===== src/hdl/sbusfr_pkg.sv =====
// Shared types and constants for the SBUS frame receiver.
package sbusfr_pkg;

	localparam logic [7:0] HEADER_BYTE = 8'h0F;
	localparam logic [7:0] FOOTER_BYTE = 8'h00;
	localparam logic [4:0] FRAME_LAST = 5'd24;
	localparam logic [4:0] PAYLOAD_FIRST = 5'd1;
	localparam logic [4:0] PAYLOAD_LAST = 5'd22;
	localparam int PAYLOAD_BYTES = 22;
	localparam int PAYLOAD_BITS = PAYLOAD_BYTES * 8;
	localparam int CHANNEL_BITS = 11;
	localparam logic [3:0] LAST_CHANNEL = 4'd15;

	typedef logic [PAYLOAD_BITS-1:0] payload_t;

	typedef struct packed {
		logic [7:0] rx_byte;
		logic       rx_error;
	} rx_word_t;

	typedef struct packed {
		logic [3:0]  channel_index;
		logic [10:0] channel_value;
		logic        last_channel;
	} ch_word_t;

	// Handshake between the frame queue and the channel emitter
	typedef struct packed {
		logic valid;
	} q_ctl_t;

endpackage


===== src/hdl/sbusfr_front.sv =====
// Byte tracker: checks header and footer, gathers payload, pushes whole frames.
module sbusfr_front (
	input  logic                 clk,
	input  logic                 arst_n,
	input  logic                 rx_valid,
	output logic                 rx_stall,
	input  sbusfr_pkg::rx_word_t rx_word,
	input  logic                 q_full,
	output logic                 push,
	output sbusfr_pkg::payload_t frame
);
	import sbusfr_pkg::*;

	logic [4:0] pos_q;
	payload_t   store_q;
	logic       accept;
	logic       bad;

	// Only a full frame queue holds the serial side back
	assign rx_stall = q_full;
	assign accept = rx_valid && !rx_stall;
	assign bad = rx_word.rx_error ||
		(pos_q == 5'd0 && rx_word.rx_byte != HEADER_BYTE) ||
		(pos_q == FRAME_LAST && rx_word.rx_byte != FOOTER_BYTE) ||
		(pos_q > FRAME_LAST);
	assign push = accept && !bad && pos_q == FRAME_LAST;
	assign frame = store_q;

	// Byte position
	always_ff @(posedge clk or negedge arst_n) begin
		if (!arst_n) begin
			pos_q <= 5'd0;
		end else if (accept) begin
			if (bad || pos_q == FRAME_LAST) begin
				pos_q <= 5'd0;
			end else begin
				pos_q <= pos_q + 5'd1;
			end
		end
	end

	// Payload bytes shift in from the top; byte 1 ends at the bottom
	always_ff @(posedge clk) begin
		if (accept && !bad && pos_q >= PAYLOAD_FIRST && pos_q <= PAYLOAD_LAST) begin
			store_q <= {rx_word.rx_byte, store_q[PAYLOAD_BITS-1:8]};
		end
	end

endmodule


===== src/hdl/sbusfr_queue.sv =====
// Two-entry queue of complete payload frames.
module sbusfr_queue (
	input  logic                 clk,
	input  logic                 arst_n,
	input  logic                 push,
	input  sbusfr_pkg::payload_t push_frame,
	output logic                 full,
	output sbusfr_pkg::q_ctl_t   ctl_out,
	input  logic                 pop,
	output sbusfr_pkg::payload_t pop_frame
);
	import sbusfr_pkg::*;

	payload_t   mem_q [2];
	logic       wr_ptr_q;
	logic       rd_ptr_q;
	logic [1:0] count_q;

	assign full = count_q == 2'd2;
	assign ctl_out.valid = count_q != 2'd0;
	assign pop_frame = mem_q[rd_ptr_q];

	// Pointers and fill count
	always_ff @(posedge clk or negedge arst_n) begin
		if (!arst_n) begin
			wr_ptr_q <= 1'b0;
			rd_ptr_q <= 1'b0;
			count_q <= 2'd0;
		end else begin
			if (push) begin
				wr_ptr_q <= !wr_ptr_q;
			end
			if (pop) begin
				rd_ptr_q <= !rd_ptr_q;
			end
			case ({push, pop})
				2'b10:   count_q <= count_q + 2'd1;
				2'b01:   count_q <= count_q - 2'd1;
				default: count_q <= count_q;
			endcase
		end
	end

	// Frame storage
	always_ff @(posedge clk) begin
		if (push) begin
			mem_q[wr_ptr_q] <= push_frame;
		end
	end

`ifndef ASSERT_OFF
	a_count_range: assert property (@(posedge clk) disable iff (!arst_n)
		count_q <= 2'd2) else $error("frame queue count out of range");
	a_no_overflow: assert property (@(posedge clk) disable iff (!arst_n)
		full |-> !push) else $error("push into full frame queue");
	a_no_underflow: assert property (@(posedge clk) disable iff (!arst_n)
		pop |-> count_q != 2'd0) else $error("pop from empty frame queue");
`endif

endmodule


===== src/hdl/sbusfr_back.sv =====
// Channel emitter: unpacks sixteen 11-bit channels from a frame, one per cycle while ch_stall is low.
module sbusfr_back (
	input  logic                 clk,
	input  logic                 arst_n,
	input  sbusfr_pkg::q_ctl_t   q_ctl,
	input  sbusfr_pkg::payload_t q_frame,
	output logic                 q_pop,
	output logic                 ch_valid,
	input  logic                 ch_stall,
	output sbusfr_pkg::ch_word_t ch_word
);
	import sbusfr_pkg::*;

	payload_t  shift_q;
	logic [3:0] ch_q;
	logic       busy_q;
	logic       out_valid_q;
	ch_word_t   out_q;
	logic       out_free;
	logic       adv;
	logic       ending;

	assign out_free = !out_valid_q || !ch_stall;
	assign adv = busy_q && out_free;
	assign ending = adv && ch_q == LAST_CHANNEL;
	assign q_pop = q_ctl.valid && (!busy_q || ending);
	assign ch_valid = out_valid_q;
	assign ch_word = out_q;

	// Emit sequencing and output register
	always_ff @(posedge clk or negedge arst_n) begin
		if (!arst_n) begin
			busy_q <= 1'b0;
			ch_q <= 4'd0;
			out_valid_q <= 1'b0;
		end else begin
			if (adv) begin
				out_valid_q <= 1'b1;
				ch_q <= ch_q + 4'd1;
				if (ch_q == LAST_CHANNEL) begin
					busy_q <= 1'b0;
				end
			end else if (out_free) begin
				out_valid_q <= 1'b0;
			end
			if (q_pop) begin
				busy_q <= 1'b1;
				ch_q <= 4'd0;
			end
		end
	end

	// Payload shifter and word data
	always_ff @(posedge clk) begin
		if (adv) begin
			out_q.channel_index <= ch_q;
			out_q.channel_value <= shift_q[CHANNEL_BITS-1:0];
			out_q.last_channel <= ch_q == LAST_CHANNEL;
			shift_q <= {{CHANNEL_BITS{1'b0}}, shift_q[PAYLOAD_BITS-1:CHANNEL_BITS]};
		end
		if (q_pop) begin
			shift_q <= q_frame;
		end
	end

`ifndef ASSERT_OFF
	a_last_is_fifteen: assert property (@(posedge clk) disable iff (!arst_n)
		ch_valid && ch_word.last_channel |-> ch_word.channel_index == LAST_CHANNEL)
		else $error("last channel flag on wrong index");
	a_idle_count_zero: assert property (@(posedge clk) disable iff (!arst_n)
		!busy_q |-> ch_q == 4'd0) else $error("channel count not cleared when idle");
	a_index_in_order: assert property (@(posedge clk) disable iff (!arst_n)
		ch_valid && !ch_stall && !ch_word.last_channel |=>
		!ch_valid || ch_word.channel_index == $past(ch_word.channel_index) + 4'd1)
		else $error("channel words out of order");
`endif

endmodule


===== src/hdl/sbus_frame_receiver.sv =====
// Top level: once the footer byte is taken, the frame is written to the queue, then loaded into the emitter's shifter.
// Sixteen channel words then follow from the output register at one a cycle while the output is not stalled.
// Bytes are taken at one a cycle while rx_stall is low; rx_stall rises only while two frames wait to be emitted.
// The frame queue holds two frames; the emitter shifts a frame out 11 bits per cycle while the output is not stalled.
// arst_n clears the byte position, queue and emitter at once; no clearing pass follows.
module sbus_frame_receiver (
	input  logic                 clk,
	input  logic                 arst_n,
	input  logic                 rx_valid,
	output logic                 rx_stall,
	input  sbusfr_pkg::rx_word_t rx_word,
	output logic                 ch_valid,
	input  logic                 ch_stall,
	output sbusfr_pkg::ch_word_t ch_word
);
	import sbusfr_pkg::*;

	logic     q_full;
	logic     push;
	logic     pop;
	payload_t push_frame;
	payload_t pop_frame;
	q_ctl_t   q_ctl;

	sbusfr_front u_front (
		.clk      (clk),
		.arst_n   (arst_n),
		.rx_valid (rx_valid),
		.rx_stall (rx_stall),
		.rx_word  (rx_word),
		.q_full   (q_full),
		.push     (push),
		.frame    (push_frame)
	);

	sbusfr_queue u_queue (
		.clk        (clk),
		.arst_n     (arst_n),
		.push       (push),
		.push_frame (push_frame),
		.full       (q_full),
		.ctl_out    (q_ctl),
		.pop        (pop),
		.pop_frame  (pop_frame)
	);

	sbusfr_back u_back (
		.clk      (clk),
		.arst_n   (arst_n),
		.q_ctl    (q_ctl),
		.q_frame  (pop_frame),
		.q_pop    (pop),
		.ch_valid (ch_valid),
		.ch_stall (ch_stall),
		.ch_word  (ch_word)
	);

endmodule


===== config.mk =====
export PLATFORM = sky130hd
export DESIGN_NAME = sbus_frame_receiver
export DESIGN_NICKNAME = d
export VERILOG_FILES = /design/src/hdl/sbusfr_pkg.sv /design/src/hdl/sbusfr_front.sv /design/src/hdl/sbusfr_queue.sv /design/src/hdl/sbusfr_back.sv /design/src/hdl/sbus_frame_receiver.sv
export SDC_FILE = /design/constraint.sdc
export NUM_CORES = 1
export LEC_CHECK = 0
export ABC_AREA = 1
export ABC_CLOCK_PERIOD_IN_PS = 13100
export BUFFER_PORTS_ARGS = -buffer_cell sky130_fd_sc_hd__buf_2
export CAP_MARGIN = 0
export CORE_ASPECT_RATIO = 1.2
export CORE_MARGIN = 1
export CORE_UTILIZATION = 35
export CTS_CLUSTER_SIZE = 30
export DETAILED_ROUTE_END_ITERATION = 8
export PLACE_DENSITY = 0.57
export SYNTH_ARGS = -nofsm -noshare
export SYNTH_HDL_FRONTEND = slang
export SYNTH_SLANG_ARGS = --single-unit

===== constraint.sdc =====
create_clock -name clk -period 13.1 [get_ports clk]
set_input_delay 1.965 -clock clk [delete_from_list [all_inputs] [get_ports clk]]
set_output_delay 1.965 -clock clk [all_outputs]
set_load 0.05 [all_outputs]

## Yosys cells after proc, flatten, opt, wreduce, memory -nomap -nowiden

Memory sizes are Yosys's and may differ from the RTL's.
Index checks and enable logic that the tools add are counted.

- Flip-flop bits (word level): 383
- Latch bits: 0
- RAM bits: 352
- Memory bits (read-only): 0
- Memories kept: 1

- $add $sub $neg: 4
- Multipliers: 0
- Divide/modulo/power cells: 0
- $lt $le $gt $ge: 3
- Equality and inequality tests: 6
- Shifts and indexed selects: 0
- Multiplexer cells: 13
- Bitwise operators: 0
- Reductions and logical operators: 31

Memories:

| name | words | bits a word | rd ports | clocked after Yosys merged registers in | write ports | RTL line | text |
|---|---|---|---|---|---|---|---|
| u_queue.mem_q | 2 | 176 | 1 | 0 | 1 | sbusfr_queue.sv:14 | `payload_t mem_q [2];` |

Operators by type and width:

| kind | number |
|---|---|
| $mux 176 | 2 |
| $logic_and 1x1->1 | 10 |
| $reduce_bool 2->1 | 5 |
| $mux 4 | 2 |
| $ne 8x4->1 const B | 1 |
| $reduce_bool 8->1 | 1 |
| $logic_not 1->1 | 7 |
| $mux 1 | 7 |
| $logic_or 1x1->1 | 6 |
| $add 5x1->5 const B | 1 |
| $eq 5x5->1 const B | 1 |
| $ge 5x1->1 const B | 1 |
| $gt 5x5->1 const B | 1 |
| $le 5x5->1 const B | 1 |
| $logic_not 5->1 | 1 |
| $mux 5 | 1 |
| $add 4x1->4 const B | 1 |
| $eq 2x2->1 const B | 2 |
| $eq 4x4->1 const B | 1 |
| $pmux 2 s2 | 1 |
| $add 2x1->2 const B | 1 |
| $eq 2x1->1 const B | 1 |
| $reduce_and 2->1 | 1 |
| $sub 2x1->2 const B | 1 |

## Longest topological paths before layout

- Depth in word-level cells: 10
- Gate-level depth with buffers: 12
- Depth with buffers taken out: 12

## Hierarchy

From an unflattened synthesis, not the netlist that was laid out.

- Cell total of the unflattened synthesis: 1971
- Area, all modules: 27276.2 µm²

Modules (own cells, without submodules):

| module | instances | cells an instance | area each (µm²) | sequential area each (µm²) |
|---|---|---|---|---|
| sbusfr_queue | 1 | 943 | 13272.7 | 10670.2 |
| sbusfr_back | 1 | 788 | 8266.7 | 5915.7 |
| sbusfr_front | 1 | 240 | 5736.8 | 5410.2 |

## Worst setup path before layout

No wires, ideal clock.

- Path type: input to register
- From: input rx_valid
- To: register u_front.store_q[0], in the netlist u_front.frame[0] (enable)
- Library setup time: 927 ps
- Data arrival time: 14387 ps
- Required time: 12173 ps
- Path slack: -2214 ps
- Stages on the path: 4
- Cells stage by stage: o21ai_0 -> inv_1 -> o21ai_0 -> nor3_1

- Longest elaborated chain between the ends: 4

Ends and longest elaborated chain:

| item | RTL line | text |
|---|---|---|
| start: declaration | sbus_frame_receiver.sv:9 | `input logic rx_valid,` |
| $logic_and 1x1->1 | sbusfr_front.sv:21 | `assign accept = rx_valid && !rx_stall;` |
| $logic_and 1x1->1 (3 in series) | sbusfr_front.sv:44 | `if (accept && !bad && pos_q >= PAYLOAD_FIRST && pos_q <= PAYLOAD_LAST) begin` |
| end signal: assignment | sbusfr_front.sv:45 | `store_q <= {rx_word.rx_byte, store_q[PAYLOAD_BITS-1:8]};` |
| end: declaration | sbusfr_front.sv:15 | `payload_t store_q;` |

Every way passes these cells.
A chain may end at the register's enable or synchronous reset.

## Final worst setup path

- From: input ch_stall
- To: register u_back.shift_q[141] (enable)

- Longest elaborated chain between the ends: 7

Ends and longest elaborated chain:

| item | RTL line | text |
|---|---|---|
| start: declaration | sbus_frame_receiver.sv:13 | `input logic ch_stall,` |
| $logic_not 1->1 (*) | sbusfr_back.sv:23 | `assign out_free = !out_valid_q \|\| !ch_stall;` |
| $logic_or 1x1->1 (*) | sbusfr_back.sv:23 |  |
| $logic_and 1x1->1 (*) | sbusfr_back.sv:24 | `assign adv = busy_q && out_free;` |
| via u_back.adv | sbusfr_back.sv:20 | `logic adv;` |
| $logic_and 1x1->1 | sbusfr_back.sv:25 | `assign ending = adv && ch_q == LAST_CHANNEL;` |
| $logic_or 1x1->1 | sbusfr_back.sv:26 | `assign q_pop = q_ctl.valid && (!busy_q \|\| ending);` |
| $logic_and 1x1->1 | sbusfr_back.sv:26 |  |
| $reduce_bool 2->1 (no line) (*) | -- |  |
| end signal: assignment | sbusfr_back.sv:59 | `shift_q <= {{CHANNEL_BITS{1'b0}}, shift_q[PAYLOAD_BITS-1:CHANNEL_BITS]};` |
| end signal: assignment | sbusfr_back.sv:62 | `shift_q <= q_frame;` |
| end: declaration | sbusfr_back.sv:14 | `payload_t shift_q;` |

Mark *: on every way through the listed nets, which the timed path passes. The rest lies on a longest branch.

==> reports/metrics.yaml <==
clock_network:
  clock_path_buffers: 3
  ctsHoldBuffers: 0
  clk_pin_slew_ps: 60
  clk-insertion-delay-late_ps: 590
  numCtsBuffers: 75
  root_buffer: "clkbuf_16"
  postCtsSetupRepairBufs: 0
  cts_resized: 0
  cts_tree: "built"
  htreeDepth: 3
  clock-sinks: 735
global_route:
  antenna_found_initial: 0
  grt_pass1_vias: 14600
  gr-usage-met1_pct: 14.6
  grt_first_pass_wirelength_um: 76700
  grt_start_max_net_pins: 177
  grt-ovfl-total: 0
  use_met3_pct: 2.21
  met2_usage_pct: 23.1
  grt.busiest_layer: "met2"
  grt_usage_pct: 12.6
synthesis:
  avgSynthCellArea_um2: 13.8
  postSynthCellCount: 1949
  yosysWarnings: 0
  synth-simple-area-share_pct: 15.2
  yosys.area.top_type: "edfxtp_1"
  synth_compound_area_share_pct: 0.513
  yosys.area.top_type_share_pct: 80.6
  synthAdderAreaFrac_pct: 0.280
  synth_area_leaders: "edfxtp_1 81%, nand2_1 15%, dfrtp_1 1.4%"
  synth-xor-area-share_pct: 0.196
  syn_nets: 1968
  synth_area_mm2: 0.0268
  synthMuxAreaShare_pct: 0
  synth.distinct_cells: 24
  synth_top_family_by_area: "simple AND/OR/NAND/NOR gates"
  synth_seq_area_share_pct: 82.0
  synth-seq-cells: 735
critical_path:
  worst_path_most_repeated_cell: "buf_4"
  r2r_setup_slack_ps: 8470
  critPathCaptureType: "register"
  r2r_cells: 8
  crit_type: "primary input to register"
  r2r-start: "u_back.busy_q$_DFFE_PN0P_"
  max_stage_delay_ps: 860
  cp_cell_sequence: "buf_2, a21oi_4, nand3_1, o21ai_2, nand2_8, nand2_4, buf_4, buf_4"
  crit_fanout: 70
  r2r_end: "u_back.shift_q[141]$_DFFE_PP_"
  critPathRequiredTime_ps: 13310
  crit_arrival_ps: 5880
  start_kind: "primary input"
  critical_path.slowest_cell: "buf_4"
final_layout:
  design_area_mm2: 0.0302
  syn2layout_area_growth_pct: 12.6
  final_common_cell: "nand2_1"
  drive_above_1_share_pct: 7.28
  insertedDiodeCount: 0
  nets: 2010
  final_cell_mix: "1,042 x nand2_1, 720 x edfxtp_1, 76 x clkbuf_16, 30 x buf_2, 20 x clkbuf_1"
floorplanning:
  die_area_mm2: 0.0777
  initial_core_util_pct: 35.5
  fp.dieH_um: 305
  die_x_um: 255
  core_mm2: 0.0754
  row_count: 110
  io_pins: 31
sta:
  slew-limit-headroom_pct: 19.0
  fin_crit_sh_pct: 43.2
  setup_viol: 0
  fin_worst_skew_ps: 13.3
  worst_slew_pin_slew_ps: 1210
  rsz0062_at_grt: "no"
  final_hold_viol_count: 0
  fin_hold_ws_ps: 421
  min_period_ps: 5660
  fin_setup_tns_ps: 0
  max_freq_mhz: 177
  final_max_slew_viol_count: 0
routing:
  avgRoutedWirePerCell_um: 15.6
  routed_wirelength_um: 47700
  drc: 0
  ant_nets: 0
  drtPass1Iterations: 5
  first_iter_violations: 901
  vias_per_cell: 4.51
  via_count: 13800
worst_hold_path:
  hp-class: "register to register"
  hold_end: "u_back.ch_word[7]$_DFFE_PP_"
  hp-start: "u_back.shift_q[6]$_DFFE_PP_"
  min_path_cells: 0
pwr:
  ir_drop_uv: 123
  leakagePower_uw: 0.0113
  p_per_area_mw_per_mm2: 207
run:
  cap_violations: 0
placed_design:
  io_buffer_count: 30
  hpwl_um: 22800
  gp_congestion: 0.687
  placed_cell_area_mm2: 0.0280
outcome:
  status: "complete, no violations"
## cells by family after synthesis
logic type	count (synthesis)
buffers and inverters	98
xor gates and xnor gates	6
DFF	735
adders and majority gates	6
AOI/OAI and AO/OA	24
and+or+nand+nor	1080
## final cells by class
cell class	count	area, um2
repair buffers	41	258
inverters	22	100
flip-flops and latches	735	22000
clock buffers	98	2000
clock inverters	34	181
multi-input cells	1116	4390
fillers	7040	45200
well taps	1008	1260
## where the power goes
| part | internal (uW) | total [uW] | switching (uW) |
|---|---|---|---|
| registers | 3050 | 3170 | 114 |
| logic | 301 | 1160 | 859 |
| clock network | 1080 | 1910 | 836 |
| total | 4430 | 6240 | 1810 |
## Yosys cell counts (all sizes together)
cell type  count
inv           21
xnor2          3
clkinv         1
ha             6
edfxtp       720
xor2           3
clkbuf        45
nand3         11
nand2       1044
or2            1
nand4          2
a21oi         18
buf           31
dfrtp         15
o21ai          5
nor2          20
o31ai          1
nor3           2
## worst max-delay path by stage
| stage | startpoint | end | cells after the start |
|---|---|---|---|
| after floorplan | rx_word[8] | u_queue.mem_q[1][0]$_DFFE_PP_ | 7 |
| after global placement | ch_stall | u_back.shift_q[154]$_DFFE_PP_ | 8 |
| after detailed placement | ch_stall | u_back.shift_q[154]$_DFFE_PP_ | 8 |
| after CTS | ch_stall | u_back.shift_q[154]$_DFFE_PP_ | 8 |
| after global routing | ch_stall | u_back.shift_q[145]$_DFFE_PP_ | 8 |
| final | ch_stall | u_back.shift_q[141]$_DFFE_PP_ | 8 |
## metal layers
layer | wire (um) | up-vias
met5 | 0 | -
met4 | 1060 | 0
met3 | 1420 | 68
met2 | 25400 | 184
met1 | 19800 | 6818
li1 | - | 6697
## state kept, by name, indices dropped and copies added (netlist names)
signal,cells
u_back.ch_q,4
u_front.pos_q,5
u_queue.wr_ptr_q,1
u_back.ch_word,16
u_queue.count_q,2
u_queue.rd_ptr_q,1
u_back.shift_q,176
u_front.frame,176
u_queue.mem_q,352
u_back.ch_valid,1
u_back.busy_q,1
## metrics by stage
stage                     instances  power, uW  utilization [%]  setup slack, ps
after detailed placement       2922       4410             37.1             6680
after global routing           3054       6600             40.0             7060
after floorplan                1949       4080                -             2570
final                          3054       6240             40.0             7440
after CTS                      3054       6340             40.0             7300
after global placement         2922       4390             37.1             6710
## worst max-delay path, delay by kind of cell
family,cells,cell delay [ps]
simple gates,3,1170
compound gates,2,860
buf+inv,3,1790
No activity file was read; power rests on OpenSTA's default activity.
